==> config.mk <==
export PLATFORM = sky130hd
export DESIGN_NAME = msm_front
export DESIGN_NICKNAME = d
export VERILOG_FILES = /design/src/design/multiword_schoolbook_multiply_assert.svh /design/src/design/msm_pkg.sv /design/src/design/msm_front.sv
export SDC_FILE = /design/constraint.sdc
export NUM_CORES = 2
export LEC_CHECK = 0
export BUFFER_PORTS_ARGS = -buffer_cell sky130_fd_sc_hd__buf_4
export CORE_MARGIN = 1.5
export CORE_UTILIZATION = 40
export DETAILED_ROUTE_END_ITERATION = 7
export GPL_TIMING_DRIVEN = 0
export SYNTH_ARGS = -nofsm -noshare
export SYNTH_HDL_FRONTEND = slang
export SYNTH_SLANG_ARGS = --single-unit
==> constraint.sdc <==
create_clock -name aclk -period 12 [get_ports aclk]
set_input_delay 0 -clock aclk [delete_from_list [all_inputs] [get_ports aclk]]
set_output_delay 0 -clock aclk [all_outputs]
set_load 0.01 [all_outputs]
==> src/design/multiword_schoolbook_multiply_assert.svh <==
// assertion macros for the multiword schoolbook multiplier
// used by the rtl files that carry assertions, no other dependencies
`ifndef MULTIWORD_SCHOOLBOOK_MULTIPLY_ASSERT_SVH
`define MULTIWORD_SCHOOLBOOK_MULTIPLY_ASSERT_SVH
`ifndef SYNTHESIS
`define MSM_ASSERT_IMPLY(label, clk, rstn, ante, cons) \
    label: assert property (@(posedge clk) disable iff (!(rstn)) (ante) |-> (cons)) \
        else $error("implication check failed");
`define MSM_ASSERT_NEXT(label, clk, rstn, ante, cons) \
    label: assert property (@(posedge clk) disable iff (!(rstn)) (ante) |=> (cons)) \
        else $error("next-cycle check failed");
`else
`define MSM_ASSERT_IMPLY(label, clk, rstn, ante, cons)
`define MSM_ASSERT_NEXT(label, clk, rstn, ante, cons)
`endif
`endif

==> src/design/msm_pkg.sv <==
// shared types and constants for the multiword schoolbook multiplier
// no dependencies
`default_nettype none
package msm_pkg;
    localparam int MAX_LIMBS_DEF = 32;
    localparam int LIMB_W        = 64;
    localparam int HALF_W        = 32;
    localparam int LEN_W         = 6;
    localparam int ADDR_MAX_W    = 5;
    localparam int QDEPTH        = 2;

    typedef struct packed {
        logic [LEN_W-1:0] xl;
        logic [LEN_W-1:0] yl;
        logic             ovf;
        logic             zero;
    } job_t;

    typedef struct packed {
        logic [ADDR_MAX_W-1:0] x_addr;
        logic [ADDR_MAX_W-1:0] y_addr;
    } rd_req_t;

    typedef struct packed {
        logic idle;
    } back_status_t;
endpackage
`default_nettype wire

==> src/design/msm_front.sv <==
// front part: takes limb beats, fills the operand stores, hands out jobs
// depends on msm_pkg
`default_nettype none
module msm_front import msm_pkg::*; #(
    parameter int MAX_LIMBS = MAX_LIMBS_DEF
) (
    input  wire logic              aclk,
    input  wire logic              aresetn,
    input  wire logic              s_valid,
    output logic                   s_ready,
    input  wire logic              s_cmd,
    input  wire logic [LIMB_W-1:0] s_limb,
    input  wire logic              s_last,
    input  wire logic              q_empty,
    input  wire back_status_t      back_st,
    output logic                   job_push,
    output job_t                   job,
    input  wire rd_req_t           rd_req,
    output logic [LIMB_W-1:0]      x_rd,
    output logic [LIMB_W-1:0]      y_rd
);
    localparam int AW = (MAX_LIMBS > 1) ? $clog2(MAX_LIMBS) : 1;

    logic [LIMB_W-1:0] x_mem [MAX_LIMBS];
    logic [LIMB_W-1:0] y_mem [MAX_LIMBS];
    logic [LEN_W-1:0]  x_len_reg, y_len_reg, x_len_next, y_len_next;
    logic              x_closed_reg, y_closed_reg, x_closed_next, y_closed_next;
    logic              ovf_reg, ovf_next;
    logic              x0z_reg, y0z_reg, x0z_next, y0z_next;
    logic              acc;
    logic [LEN_W-1:0]  cur_len, new_len;
    logic              fits, y0z_eff;

    assign s_ready = q_empty && back_st.idle;
    assign acc     = s_valid && s_ready;

    always_comb begin
        if (s_cmd) begin
            cur_len = y_closed_reg ? '0 : y_len_reg;
        end else begin
            cur_len = x_closed_reg ? '0 : x_len_reg;
        end
        fits    = cur_len < LEN_W'(MAX_LIMBS);
        new_len = fits ? cur_len + LEN_W'(1) : cur_len;
        y0z_eff = (fits && cur_len == '0) ? (s_limb == '0) : y0z_reg;

        x_len_next    = x_len_reg;
        y_len_next    = y_len_reg;
        x_closed_next = x_closed_reg;
        y_closed_next = y_closed_reg;
        ovf_next      = ovf_reg;
        x0z_next      = x0z_reg;
        y0z_next      = y0z_reg;
        job_push      = 1'b0;
        job.xl        = x_len_reg;
        job.yl        = new_len;
        job.ovf       = ovf_reg || !fits;
        job.zero      = (x_len_reg == '0) || (new_len == '0)
                     || (x_len_reg == LEN_W'(1) && x0z_reg)
                     || (new_len == LEN_W'(1) && y0z_eff);
        if (acc) begin
            ovf_next = ovf_reg || !fits;
            if (!s_cmd) begin
                x_len_next    = new_len;
                x_closed_next = s_last;
                if (fits && cur_len == '0) begin
                    x0z_next = (s_limb == '0);
                end
            end else begin
                y_len_next    = new_len;
                y_closed_next = s_last;
                y0z_next      = y0z_eff;
                if (s_last) begin
                    // product starts, front returns to empty operands
                    job_push      = 1'b1;
                    x_len_next    = '0;
                    y_len_next    = '0;
                    x_closed_next = 1'b0;
                    y_closed_next = 1'b0;
                    ovf_next      = 1'b0;
                end
            end
        end
    end

    always_ff @(posedge aclk) begin
        if (!aresetn) begin
            x_len_reg    <= '0;
            y_len_reg    <= '0;
            x_closed_reg <= 1'b0;
            y_closed_reg <= 1'b0;
            ovf_reg      <= 1'b0;
            x0z_reg      <= 1'b0;
            y0z_reg      <= 1'b0;
        end else begin
            x_len_reg    <= x_len_next;
            y_len_reg    <= y_len_next;
            x_closed_reg <= x_closed_next;
            y_closed_reg <= y_closed_next;
            ovf_reg      <= ovf_next;
            x0z_reg      <= x0z_next;
            y0z_reg      <= y0z_next;
        end
    end

    // operand stores, one write port, one registered read port each
    always_ff @(posedge aclk) begin
        if (acc && fits && !s_cmd) begin
            x_mem[cur_len[AW-1:0]] <= s_limb;
        end
        if (acc && fits && s_cmd) begin
            y_mem[cur_len[AW-1:0]] <= s_limb;
        end
        x_rd <= x_mem[rd_req.x_addr[AW-1:0]];
        y_rd <= y_mem[rd_req.y_addr[AW-1:0]];
    end
endmodule
`default_nettype wire

==> out/qor.txt <==
status - finished clean
CP bufs+invs - 4
Power Dens Cells - 166.1 nW/um^2
main flop type after synthesis - edfxtp_1
Crit-path slowest cell - nor2_4
fin worst setup slack - 8.063 ns
Syn Nets - 7006
Final Hold Viols - 0
Max Transition Viols Final - 0
CTS tree - yes
CTS Buffer Depth - 4
vias in the first global route - 79600
Worst Setup Start Kind - flop
DRT iter0 DRCs - 10570
final total power - 0.03090 W
Synth cell types - 52
slew margin rel. - 0.02342
H-Tree Depth - 5
Worst EP arrival - 4.61 ns
Synth area leaders - edfxtp_1 78%, mux4_2 13%, dfxtp_1 1.8%
Cell Area, Synth - 158600 um^2
Std-Cell Rows - 231
Top cell by count, worst path - buf_12
placed cell count - 12590
VDD IR max - 143.4 uV
post-layout util - 0.4704
DRC - 0
die height - 632.6 um
gpl congestion - 0.7713
delay-heaviest family, CP - simple AND/OR/NAND/NOR gates
Post-Place Setup Slack - 7.851 ns
clock latency on the worst-skew pair - 1.02 ns
IO Pins - 225
Routed Antenna Nets - 0
fin cells - 13480
first-pass GRT wire length - 615.2 mm
Max Cap Viol - 0
Vias - 78860
Final setup viols - 0
drt wl/cell - 32.86 um
Critical Path Max Stage Delay - 0.98 ns
Total Nets Final - 7939
total wire length - 443.0 mm
Tot GR Track Use - 0.2185
period utilization - 0.3281
Fillers - 32150
leakage dissipation - 58.27 nW
post-synth top area share - 0.7756
FMAX - 254.0 MHz
HPWL Detailed - 293.8 mm
antenna violations before repair - 38
RSZ-0062 raised after global routing - false
layout cells sized above 1 - 0.2705
Area growth, synth to finish - 17.29%
die area - 400200 um^2
largest net degree at the start of global routing - 66
Hold Crit Class - in2reg
cell taking the most area after synthesis - edfxtp_1
clk slew on worst S/H paths - 0.06 ns
ys async rst share - 0
number of flops mapped to enable cells by yosys - 4096
Cell Chain, Critical Path - clkbuf_1, nor3b_1, nor2_1, nand3b_1, nor2_4, buf_16, buf_12, buf_12
total gr overflow - 0
Post-Route Skew - 0.04699 ns
Via density - 5.850
Ys Warns - 0
CP endpoint kind - flop
clock root buffer - clkbuf_16
Worst Path Required - 12.67 ns
total CTS buffers - 427
Mean Syn Cell Area - 22.90 um^2
DR pass1 iterations - 5
CP Max Fanout - 21
Synth Register Bits - 4239
Placeable Area - 395400 um^2
Syn Inst Count - 6925
Initial Utilization - 0.4011
final hold slack - 0.07077 ns
Worst Setup Path Type - reg2reg
Slew @ Worst Pin - 1.465 ns
Seq/Total Area, Yosys - 0.7937
Die W - 632.6 um
CTS sink cnt - 4239
minimum clock period - 3.937 ns
Port-buffer cells - 219
[where the power goes]
part | leakage, nW | switching [W] | internal, W
clock network | 6.69 | 0.00567 | 0.00740
logic | 13.6 | 0.000997 | 0.000539
registers | 38.0 | 0.0000228 | 0.0163
total | 58.3 | 0.00669 | 0.0242
[kinds of logic (layout without fill, tap and decap cells)]
kind of cell | count (synthesis) | in the layout | share of synthesized area
flops | 4239 | 4239 | 0.7937
simple gates | 359 | 359 | 0.01103
compound gates | 737 | 737 | 0.03353
other cells | 0 | 23 | 0
buf+inv | 397 | 1687 | 0.01253
mux | 1190 | 1190 | 0.1490
xor+xnor | 3 | 3 | 0.0001657
[area by class of cell]
type	instances	area, um^2	area share
Antenna cell	23	57.56	0.0003095
Inverter	6	22.52	0.0001211
Clock inverter	204	1999	0.01075
Clock buffer	582	11710	0.06297
Multi-Input combinational cell	2289	31230	0.1679
Tap cell	5242	6559	0.03526
Buffer	391	1969	0.01059
Sequential cell	4239	125900	0.6767
Timing Repair Buffer	504	6584	0.03540
[what timing repair did]
| item | 4_1_cts | 5_1_grt |
|---|---|---|
| gates resized for setup | 0 | 0 |
| hold endpoints to repair | 4133 | 0 |
| hold buffers | 79 | 0 |
| buffers inserted | 0 | 0 |
[worst register-to-register path, cell delays in order, from the launching register on]
cell and delay, ns:
dfxtp_1 0.34, clkbuf_1 0.30, nor3b_1 0.14, nor2_1 0.31
nand3b_1 0.79, nor2_4 0.99, buf_16 0.26, buf_12 0.23
buf_12 0.24
[stage by stage]
stage | cell area [um^2] | setup TNS (ns)
finish | 186000 | 0
global route | 186000 | 0
CTS | 185900 | 0
detailed placement | 171400 | 0
global placement | 166800 | -32.84
floorplan | 158600 | 0
[layout by cell type, fill, tap and decap left out, types with 79 or more instances in the layout]
| master | instances |
|---|---|
| mux4_2 | 937 |
| dfxtp_1 | 143 |
| a21oi_1 | 119 |
| edfxtp_1 | 4096 |
| a22oi_1 | 116 |
| buf_4 | 278 |
| nor2_1 | 83 |
| clkbuf_1 | 283 |
| dlygate4sd3_1 | 79 |
| o21ai_0 | 101 |
| buf_2 | 109 |
| buf_12 | 166 |
| a221oi_1 | 89 |
| clkbuf_16 | 439 |
| o221ai_1 | 154 |
| mux2i_1 | 253 |
[routing by layer]
| layer | GRT usage | part of all wire |
|---|---|---|
| met5 | 0 | 0.00017 |
| met1 | 0.2924 | 0.39 |
| met3 | 0.03417 | 0.082 |
| met4 | 0.06618 | 0.032 |
| met2 | 0.3695 | 0.50 |
[Yosys cell counts, drive strengths merged, types with 2 or more instances]
cell,n
inv,4
nand2,53
and3,6
nand4,6
a22o,40
nor2b,24
or2,62
buf,228
xnor2,3
o211ai,3
a21boi,4
a21oi,119
nand3,11
edfxtp,4096
clkinv,2
nand2b,11
nor3,3
a22oi,116
o22ai,50
mux4,937
o21ai,103
nand3b,2
a31o,2
nor4,18
o21a,6
nor2,147
a221oi,90
nor3b,4
a211oi,27
dfxtp,143
and2,8
clkbuf,163
mux2i,253
or3b,2
o221ai,154
a32oi,4
a32o,14
[final timing paths]
path	from	to	slack (ns)	depth (start not counted)
setup / recovery	x_closed_reg	x_mem[14][21]	8.06	8
hold / removal	rd_req[2]	y_rd[63]	0.07	6
setup reg to reg	x_closed_reg	x_mem[14][21]	8.06	8
hold reg to reg	ovf_reg	ovf_reg	0.47	2
Note: power is estimated with default switching activity, not from simulation.
