===== src/design/multiword_schoolbook_multiply_assert.svh =====
// assertion macros for the multiword schoolbook multiplier
// used by the rtl files that carry assertions, no other dependencies
`ifndef MULTIWORD_SCHOOLBOOK_MULTIPLY_ASSERT_SVH
`define MULTIWORD_SCHOOLBOOK_MULTIPLY_ASSERT_SVH
`ifndef SYNTHESIS
`define MSM_ASSERT_IMPLY(label, clk, rstn, ante, cons) \
    label: assert property (@(posedge clk) disable iff (!(rstn)) (ante) |-> (cons)) \
        else $error("implication check failed");
`define MSM_ASSERT_NEXT(label, clk, rstn, ante, cons) \
    label: assert property (@(posedge clk) disable iff (!(rstn)) (ante) |=> (cons)) \
        else $error("next-cycle check failed");
`else
`define MSM_ASSERT_IMPLY(label, clk, rstn, ante, cons)
`define MSM_ASSERT_NEXT(label, clk, rstn, ante, cons)
`endif
`endif


===== src/design/msm_pkg.sv =====
// shared types and constants for the multiword schoolbook multiplier
// no dependencies
`default_nettype none
package msm_pkg;
    localparam int MAX_LIMBS_DEF = 32;
    localparam int LIMB_W        = 64;
    localparam int HALF_W        = 32;
    localparam int LEN_W         = 6;
    localparam int ADDR_MAX_W    = 5;
    localparam int QDEPTH        = 2;

    typedef struct packed {
        logic [LEN_W-1:0] xl;
        logic [LEN_W-1:0] yl;
        logic             ovf;
        logic             zero;
    } job_t;

    typedef struct packed {
        logic [ADDR_MAX_W-1:0] x_addr;
        logic [ADDR_MAX_W-1:0] y_addr;
    } rd_req_t;

    typedef struct packed {
        logic idle;
    } back_status_t;
endpackage
`default_nettype wire


===== src/design/msm_queue.sv =====
// short job queue between front and back
// depends on msm_pkg
`default_nettype none
module msm_queue import msm_pkg::*; (
    input  wire logic aclk,
    input  wire logic aresetn,
    input  wire logic push,
    input  wire job_t push_job,
    input  wire logic pop,
    output logic      q_valid,
    output logic      q_empty,
    output job_t      head
);
    localparam int PW = $clog2(QDEPTH);

    job_t            ent_reg [QDEPTH];
    logic [PW-1:0]   wr_ptr_reg, rd_ptr_reg;
    logic [PW:0]     cnt_reg, cnt_next;

    assign q_empty = (cnt_reg == '0);
    assign q_valid = !q_empty;
    assign head    = ent_reg[rd_ptr_reg];

    always_comb begin
        cnt_next = cnt_reg;
        if (push && !pop) begin
            cnt_next = cnt_reg + (PW+1)'(1);
        end else if (pop && !push) begin
            cnt_next = cnt_reg - (PW+1)'(1);
        end
    end

    always_ff @(posedge aclk) begin
        if (!aresetn) begin
            wr_ptr_reg <= '0;
            rd_ptr_reg <= '0;
            cnt_reg    <= '0;
        end else begin
            cnt_reg <= cnt_next;
            if (push) begin
                wr_ptr_reg <= wr_ptr_reg + PW'(1);
            end
            if (pop) begin
                rd_ptr_reg <= rd_ptr_reg + PW'(1);
            end
        end
    end

    always_ff @(posedge aclk) begin
        if (push) begin
            ent_reg[wr_ptr_reg] <= push_job;
        end
    end
endmodule
`default_nettype wire


===== config.mk =====
export PLATFORM = sky130hd
export DESIGN_NAME = msm_queue
export DESIGN_NICKNAME = d
export VERILOG_FILES = /design/src/design/multiword_schoolbook_multiply_assert.svh /design/src/design/msm_pkg.sv /design/src/design/msm_queue.sv
export SDC_FILE = /design/constraint.sdc
export NUM_CORES = 1
export LEC_CHECK = 0
export BUFFER_PORTS_ARGS = -buffer_cell sky130_fd_sc_hd__buf_4
export CAP_MARGIN = 20
export CORE_ASPECT_RATIO = 1.4
export CORE_MARGIN = 1
export CORE_UTILIZATION = 45
export DETAILED_ROUTE_END_ITERATION = 7
export HOLD_SLACK_MARGIN = 0.05
export PLACE_DENSITY = 0.73
export SETUP_SLACK_MARGIN = 0.02
export SLEW_MARGIN = 5
export SYNTH_ARGS = -nofsm -noshare
export SYNTH_HDL_FRONTEND = slang
export SYNTH_SLANG_ARGS = --single-unit
export TNS_END_PERCENT = 20

===== constraint.sdc =====
create_clock -name aclk -period 1.4 [get_ports aclk]
set_input_delay 0.07 -clock aclk [delete_from_list [all_inputs] [get_ports aclk]]
set_output_delay 0.07 -clock aclk [all_outputs]
set_load 0.005 [all_outputs]

==> results_dict.tcl, run 1 <==
set metrics [dict create \
    wl_mm 2.152 \
    clock_path_buffers 2 \
    slew_violations 0 \
    cts_buffers 5 \
    synth_nets 84 \
    max_cap_viol_count 0 \
    r2r_slack_ns 0.35 \
    place_congestion 0.6138 \
    leakagePower_nw 0.7442 \
    grt_max_degree 15 \
    hp-class "input port to flop" \
    port_buffers 33 \
    setup_viol 0 \
    finalCritPeriodShare_pct 97.46 \
    grt_pass1_vias 725 \
    yosys.area.top_type_share_pct 68.78 \
    syn_avg_cell_area_um2 18.81 \
    placed_cells 138 \
    cp_top_family "flip-flops" \
    hold_viol 0 \
    required_ns 1.33 \
    synth_area_leaders "edfxtp_1 69%, mux2_2 13%, dfxtp_1 8.2%, and2_1 2.0%, xor2_1 1.4%" \
    grt_usage_pct 15.19 \
    status "finished, final reports clean" \
    cp_num_buf_inv 2 \
    wl_per_cell_um 13.28 \
    swShare_pct 21.63 \
    path_cells "buf_6 > mux2_2 > buf_4" \
    min_delay_path_depth 3 \
    die_area_um2 2932 \
    worstSetupEndpointType "output port" \
    p_comb_share_pct 17.3 \
    area_delta_synth_final_pct 48.52 \
    clk_pin_slew_ns 0.09 \
    ios 34 \
    synth_common_cells "28 x edfxtp_1, 14 x mux2_2, 5 x dfxtp_1, 4 x and2_1" \
    stdcell_count 162 \
    drt_iter0_drc 22 \
    grt_pass1_wl_mm 2.918 \
    synth-edff-count 28 \
    synth_area_leader_cell "edfxtp_1" \
    fillers 181 \
    cts.sinks 33 \
    synth.most_common_cell "edfxtp_1" \
    largest_register_ff_count 28 \
    rsz0062_at_grt "true" \
    die_h_um 63.67 \
    p_sw_mw 0.4400 \
    cpPeakStageDelay_ns 0.38 \
    worstPathMaxFanout 5 \
    rows 22 \
    worstHoldEndpoint "wr_ptr_reg" \
    via_per_inst 4.667 \
    ys_seq_area_share_pct 76.97 \
    ys_warn_count 0 \
    ff2ff_path_depth 2 \
    async_reset_ff_share_pct 0 \
    r2r_start "wr_ptr_reg" \
    drt_first_pass_iters 4 \
    start_util_pct 47.24 \
    place_area_um2 1545 \
    route.detailed.drc 0 \
    p_total_mw 2.034 \
    irDropWorstVdd_mv 0.7452 \
    drive_above_1_share_pct 49.21 \
    intPower_mw 1.594 \
    hp-start "push" \
    syn_area_um2 1222 \
    clock_latency_ns 0.33 \
    synthCells 65 \
    max_slew_margin_pct 86.92 \
    tns_ns 0 \
    ys.flop_type "edfxtp_1" \
    fin_area_um2 1815 \
    cts_tree "done" \
    die_w_um 46.05 \
    dpl.hpwl_mm 1.281 \
    slowest_stage "dfxtp_4" \
    pwr-share-clk_pct 26.0 \
    period_minus_slack_ns 1.364 \
    power_density_nw_per_um2 1120 \
    fin_nets 144 \
    final.setup_skew_ns 0.006711 \
    clock-root-buffer "clkbuf_4" \
    critPathKind "flop to output port" \
    rr_endpoint "ent_reg[0][12]" \
    htree_levels 2 \
    startpoint_type "flop" \
    cp_data_arrival_time_ns 1.29 \
    vias 756 \
    ys_ff_latch 33 \
    yosys.cell_types.count 15 \
    diodes 0 \
    grt.overflow.total 0 \
    fmax_mhz 732.9 \
    antenna_found_initial 0 \
    worst_pin_slew_ns 0.1962 \
    core-area_um2 2587 \
    seqPwrFrac_pct 56.7 \
    drtAntennaViolNets 0 \
]
==> routing by layer <==
metal / up-vias / GRT usage [%] / routed length (um)
met1: 362 / 13.33 / 809
li1: 360 / - / -
met3: 7 / 4.585 / 94
met5: - / 0 / 0
met2: 27 / 25.53 / 1174
met4: 0 / 13.24 / 74
==> cells in the final DEF (no fill, tap or decap) <==
| master | count |
|---|---|
| inv_1 | 2 |
| xnor2_1 | 1 |
| a21boi_1 | 1 |
| buf_6 | 3 |
| ha_1 | 1 |
| nor2b_1 | 2 |
| or3_1 | 1 |
| clkinv_2 | 1 |
| mux2_2 | 4 |
| or2_2 | 1 |
| clkbuf_8 | 1 |
| dfxtp_4 | 1 |
| dfxtp_1 | 4 |
| o21ai_0 | 1 |
| clkbuf_4 | 5 |
| edfxtp_1 | 28 |
| mux2_4 | 10 |
| dlygate4sd3_1 | 15 |
| xor2_1 | 2 |
| buf_4 | 36 |
| and2_1 | 4 |
| clkinv_1 | 1 |
| o21a_1 | 1 |
==> power groups by stage <==
stage | sequential (mW) | clock [mW] | combinational (mW)
final | 1.15 | 0.529 | 0.351
after global routing | 1.16 | 0.585 | 0.376
after CTS | 1.15 | 0.545 | 0.331
after detailed placement | 1.17 | 0 | 0.286
after global placement | 1.17 | 0 | 0.278
after floorplan | 1.17 | 0 | 0.128
==> worst max-delay path by stage <==
stage,startpoint,slack [ns],to,cells after the start
after global routing,flop,-0.02,head[4],3
final,flop,0.04,head[4],3
after floorplan,wr_ptr_reg,0.02,ent_reg[0][0],1
after global placement,push,0.35,cnt_reg[1],4
after CTS,flop,0.004,head[0],3
after detailed placement,push,0.29,cnt_reg[1],4
==> metrics by stage <==
| stage | util, % | hold WS (ns) | worst slack, ns |
|---|---|---|---|
| floorplan | - | 0.1689 | 0.02174 |
| global placement | 59.72 | 0.2562 | 0.3518 |
| detailed placement | 59.72 | 0.2577 | 0.2902 |
| CTS | 68.62 | 0.05939 | 0.003988 |
| global route | 70.16 | 0.05474 | -0.01559 |
| finish | 70.16 | 0.06821 | 0.03552 |
==> kinds of logic (layout without fill, tap and decap cells) <==
group,after synthesis,count (layout),synth area share (%)
multiplexers,14,14,12.90
buffers and inverters,3,64,1.229
AND/OR/NAND/NOR,8,8,4.094
XOR/XNOR,3,3,2.150
AO/OA/AOI/OAI,3,3,1.638
adder cells (fa/ha/maj),1,1,1.023
flip-flops,33,33,76.97
==> area by class of cell <==
type / instances / area (um^2) / share of cell area, %
Clock buffer: 6 / 51.30 / 2.826
Timing Repair Buffer: 54 / 454.2 / 25.02
Sequential cell: 33 / 944.7 / 52.03
Multi-Input combinational cell: 29 / 304.0 / 16.75
Tap cell: 36 / 45.04 / 2.481
Clock inverter: 2 / 8.758 / 0.4824
Inverter: 2 / 7.507 / 0.4135
==> worst min-delay path: stages <==
cell	delay, ns
buf_4	0.10
nor2b_1	0.04
o21a_1	0.15
==> timing repair <==
item | 4_1_cts | 5_1_grt
setup buffers | 0 | 0
gates resized for setup | 5 | 11
hold buffers | 15 | 0
gates cloned | 1 | 0
hold endpoints to repair | 33 | 0
endpoints found under the setup margin | 10 | 13
No activity file was read; power rests on OpenSTA's default activity.
==> run 2, diff against run 1 <==
Settings changed: CAP_MARGIN 20 to default, MAX_ROUTING_LAYER from default to met4.
==> results_dict.tcl, run 2 (synthesized netlist as in run 1, its figures left out) <==
set metrics [dict create \
    max_slew_margin_pct 87.21 \
    pwr-share-clk_pct 25.9 \
    worst_pin_slew_ns 0.1919 \
    critPathKind "flop to output port" \
    drt_iter0_drc 13 \
    cts.sinks 33 \
    p_sw_mw 0.4361 \
    grt_usage_pct 15.60 \
    area_delta_synth_final_pct 48.52 \
    cts_buffers 5 \
    wl_per_cell_um 13.27 \
    fillers 181 \
    drtAntennaViolNets 0 \
    final_util_pct 70.16 \
    via_per_inst 4.636 \
    cpPeakStageDelay_ns 0.38 \
    drive_above_1_share_pct 49.21 \
    finalCritPeriodShare_pct 97.47 \
    die_w_um 46.05 \
    ios 34 \
    hp-class "input port to flop" \
    seqPwrFrac_pct 56.8 \
    slew_violations 0 \
    period_minus_slack_ns 1.365 \
    final_common_cell "buf_4" \
    port_buffers 33 \
    multiInputGateArea_um2 304.0 \
    place_area_um2 1545 \
    dpl.hpwl_mm 1.281 \
    setup_viol 0 \
    worstPathMaxFanout 5 \
    htree_levels 2 \
    grt.overflow.total 0 \
    clock-root-buffer "clkbuf_4" \
    rr_endpoint "cnt_reg[1]" \
    clock_latency_ns 0.33 \
    r2r_slack_ns 0.35 \
    hp-start "pop" \
    diodes 0 \
    grt_pass1_wl_mm 2.911 \
    r2r_start "cnt_reg[0]" \
    die_h_um 63.67 \
    antenna_found_initial 0 \
    intPower_mw 1.594 \
    wl_mm 2.150 \
    route.detailed.drc 0 \
    setup_ws_ns 0.03543 \
    required_ns 1.33 \
    path_cells "buf_6 > mux2_2 > buf_4" \
    status "finished, final reports clean" \
    final.setup_skew_ns 0.005164 \
    power_density_nw_per_um2 1118 \
    hold_viol 0 \
    clk_pin_slew_ns 0.09 \
    core-area_um2 2587 \
    drt_first_pass_iters 4 \
    cp_data_arrival_time_ns 1.29 \
    grt_max_degree 15 \
    seqCellArea_um2 944.7 \
    startpoint_type "flop" \
    place_worst_setup_slack_ns 0.2902 \
    fmax_mhz 732.8 \
    slowest_stage "dfxtp_4" \
    p_total_mw 2.030 \
    place_congestion 0.6182 \
    ff2ff_path_depth 3 \
    start_util_pct 47.24 \
    p_comb_share_pct 17.3 \
    min_delay_path_depth 3 \
    cts_tree "done" \
    clock_path_buffers 2 \
    max_cap_viol_count 0 \
    rsz0062_at_grt "true" \
    largest_register_ff_count 28 \
    leakagePower_nw 0.7442 \
    fin_nets 144 \
    irDropWorstVdd_mv 0.7335 \
    fin_area_um2 1815 \
    tns_ns 0 \
    worstSetupEndpointType "output port" \
    die_area_um2 2932 \
    rows 22 \
    post_cts_buffers 0 \
    grt_pass1_vias 725 \
    final_cell_mix "36 x buf_4, 28 x edfxtp_1, 15 x dlygate4sd3_1, 10 x mux2_4, 5 x clkbuf_4" \
    swShare_pct 21.48 \
    vias 751 \
]
## run 2: cell counts in the layout (fill, tap and decap cells not counted)
No cell type changed its count.
## run 2: repair_timing
item                                    CTS  global route
gates resized for setup                   5            11
hold buffers                             15             0
gates cloned                              1             0
endpoints found under the setup margin   10            13
endpoints found under the hold margin    33             0
## run 2: worst max path at each step
stage	start	end	slack [ns]	cells after the start
floorplan	wr_ptr_reg	ent_reg[0][0]	0.02	1
global placement	push	cnt_reg[1]	0.35	4
detailed placement	push	cnt_reg[1]	0.29	4
CTS	flop	head[0]	0.004	3
global route	flop	head[4]	-0.02	3
finish	flop	head[4]	0.04	3
## run 2: metal layers
layer | vias to the layer above | global-route usage (%) | share of wire [%]
met3 | 7 | 4.298 | 4.0
li1 | 360 | - | -
met4 | 0 | 13.24 | 3.4
met5 | - | - | 0
met2 | 26 | 25.53 | 54
met1 | 358 | 13.53 | 38
## run 2: cell type report
type,instances,area share [%]
Sequential cell,33,52.03
Timing Repair Buffer,54,25.02
Inverter,2,0.4135
Tap cell,36,2.481
Clock buffer,6,2.826
Multi-Input combinational cell,29,16.75
Clock inverter,2,0.4824
## run 2: worst max-delay path: cells and delay by family, from the launching register on
family | cells | cell delay [ns]
buffers and inverters | 2 | 0.25
multiplexers | 1 | 0.33
flip-flops | 1 | 0.38
## run 2: power by group through the flow
| stage | clock network, mW | registers, mW | logic, mW |
|---|---|---|---|
| after floorplan | 0 | 1.17 | 0.128 |
| after global placement | 0 | 1.17 | 0.278 |
| after detailed placement | 0 | 1.17 | 0.286 |
| after CTS | 0.545 | 1.15 | 0.331 |
| after global routing | 0.585 | 1.16 | 0.376 |
| final | 0.526 | 1.15 | 0.351 |
## run 2: per-stage QoR
stage | hold WS (ns) | cells
floorplan | 0.1689 | 65
global placement | 0.2562 | 138
detailed placement | 0.2577 | 138
CTS | 0.05939 | 162
global route | 0.05474 | 162
finish | 0.07225 | 162
==> run 3, diff against run 2 <==
Settings changed: GPL_TIMING_DRIVEN from default to 0.
==> results_dict.tcl, run 3 (synthesized netlist as in run 1, its figures left out) <==
set metrics [dict create \
    status "finished, final reports clean" \
    hold_viol 0 \
    grt.overflow.total 0 \
    worstSetupEndpointType "output port" \
    clock_path_buffers 2 \
    htree_levels 2 \
    p_total_mw 2.069 \
    final.setup_skew_ns 0.006388 \
    cts_tree "done" \
    area_delta_synth_final_pct 52.10 \
    final_common_cell "edfxtp_1" \
    cts.sinks 33 \
    use_met2_pct 26.94 \
    grt_pass1_wl_mm 3.118 \
    fmax_mhz 724.7 \
    fillers 193 \
    placed_cells 134 \
    cts_buffers 5 \
    place_congestion 0.6250 \
    diodes 0 \
    worstPathMaxFanout 5 \
    port_buffers 33 \
    clk_pin_slew_ns 0.09 \
    place_area_um2 1515 \
    grt_most_used_layer "met2" \
    max_slew_margin_pct 70.81 \
    die_h_um 63.67 \
    final_cell_mix "28 x edfxtp_1, 23 x buf_4, 15 x dlygate4sd3_1, 11 x mux2_4, 11 x buf_6" \
    irDropWorstVdd_mv 0.8535 \
    final_util_pct 71.86 \
    grtUsageMet3_pct 4.585 \
    drive_above_1_share_pct 48.78 \
    vias 749 \
    wl_per_cell_um 14.42 \
    grt_usage_pct 16.33 \
    worst_pin_slew_ns 0.4370 \
    stdcell_count 159 \
    start_util_pct 47.24 \
    grt_max_degree 16 \
    grt_pass1_vias 767 \
    hold_slack_ns 0.06102 \
    required_ns 1.33 \
    die_area_um2 2932 \
    max_cap_viol_count 0 \
    dpl.hpwl_mm 1.305 \
    use_met1_pct 14.84 \
    route.detailed.drc 0 \
    power_density_nw_per_um2 1113 \
    drt_first_pass_iters 3 \
    period_minus_slack_ns 1.380 \
    antenna_found_initial 0 \
    core-area_um2 2587 \
    via_per_inst 4.711 \
    startpoint_type "flop" \
    cp_data_arrival_time_ns 1.31 \
    wl_mm 2.292 \
    place_worst_setup_slack_ns -0.3278 \
    clock_latency_ns 0.32 \
    leakagePower_nw 0.7545 \
    die_w_um 46.05 \
    setup_ws_ns 0.02020 \
    setup_viol 0 \
    rows 22 \
    drt_iter0_drc 19 \
    hp-class "input port to flop" \
    rsz0062_at_grt "true" \
    ios 34 \
    slew_violations 0 \
    clock-root-buffer "clkbuf_4" \
    largest_register_ff_count 28 \
    finalCritPeriodShare_pct 98.56 \
    drtAntennaViolNets 0 \
    tns_ns 0 \
    fin_nets 141 \
    fin_area_um2 1859 \
    critPathKind "flop to output port" \
]
run 3: timing repair:
item / in CTS / in global routing
endpoints found under the hold margin: 33 / 0
hold buffers: 15 / 0
cloned: 0 / 1
buffers inserted: 0 / 1
endpoints found under the setup margin: 25 / 14
resized for setup: 5 / 24
run 3: power by group:
group          internal (mW)  switching (mW)  total [mW]
Combinational          0.254           0.128       0.382
Sequential              1.13          0.0281        1.16
Clock                  0.247           0.282       0.530
Total                   1.63           0.438        2.07
run 3: worst paths after layout:
kind / from / endpoint / slack [ns] / cells after the start
worst min-delay path: pop / flop / 0.06 / 3
worst max-delay path: flop / head[6] / 0.02 / 3
worst min register to register: cnt_reg[1] / cnt_reg[1] / 0.51 / 2
worst max register to register: wr_ptr_reg / ent_reg[1][7] / 0.28 / 1
run 3: final cells by class:
class	instances	area [um^2]	share of cell area (%)
Inverter	2	7.507	0.4038
Clock buffer	8	58.81	3.163
Timing Repair Buffer	50	471.7	25.37
Multi-Input combinational cell	29	316.6	17.03
Buffer	1	15.01	0.8075
Sequential cell	33	944.7	50.81
Tap cell	36	45.04	2.423
run 3: per-layer routing:
layer | part of all wire, % | vias up
li1 | - | 355
met5 | 0 | -
met4 | 3.5 | 0
met3 | 5.3 | 7
met1 | 34 | 360
met2 | 57 | 27
run 3: worst max-delay path, stage by stage (launching register included):
cell	delay [ns]
dfxtp_4	0.39
clkbuf_16	0.16
mux2_4	0.31
buf_6	0.12
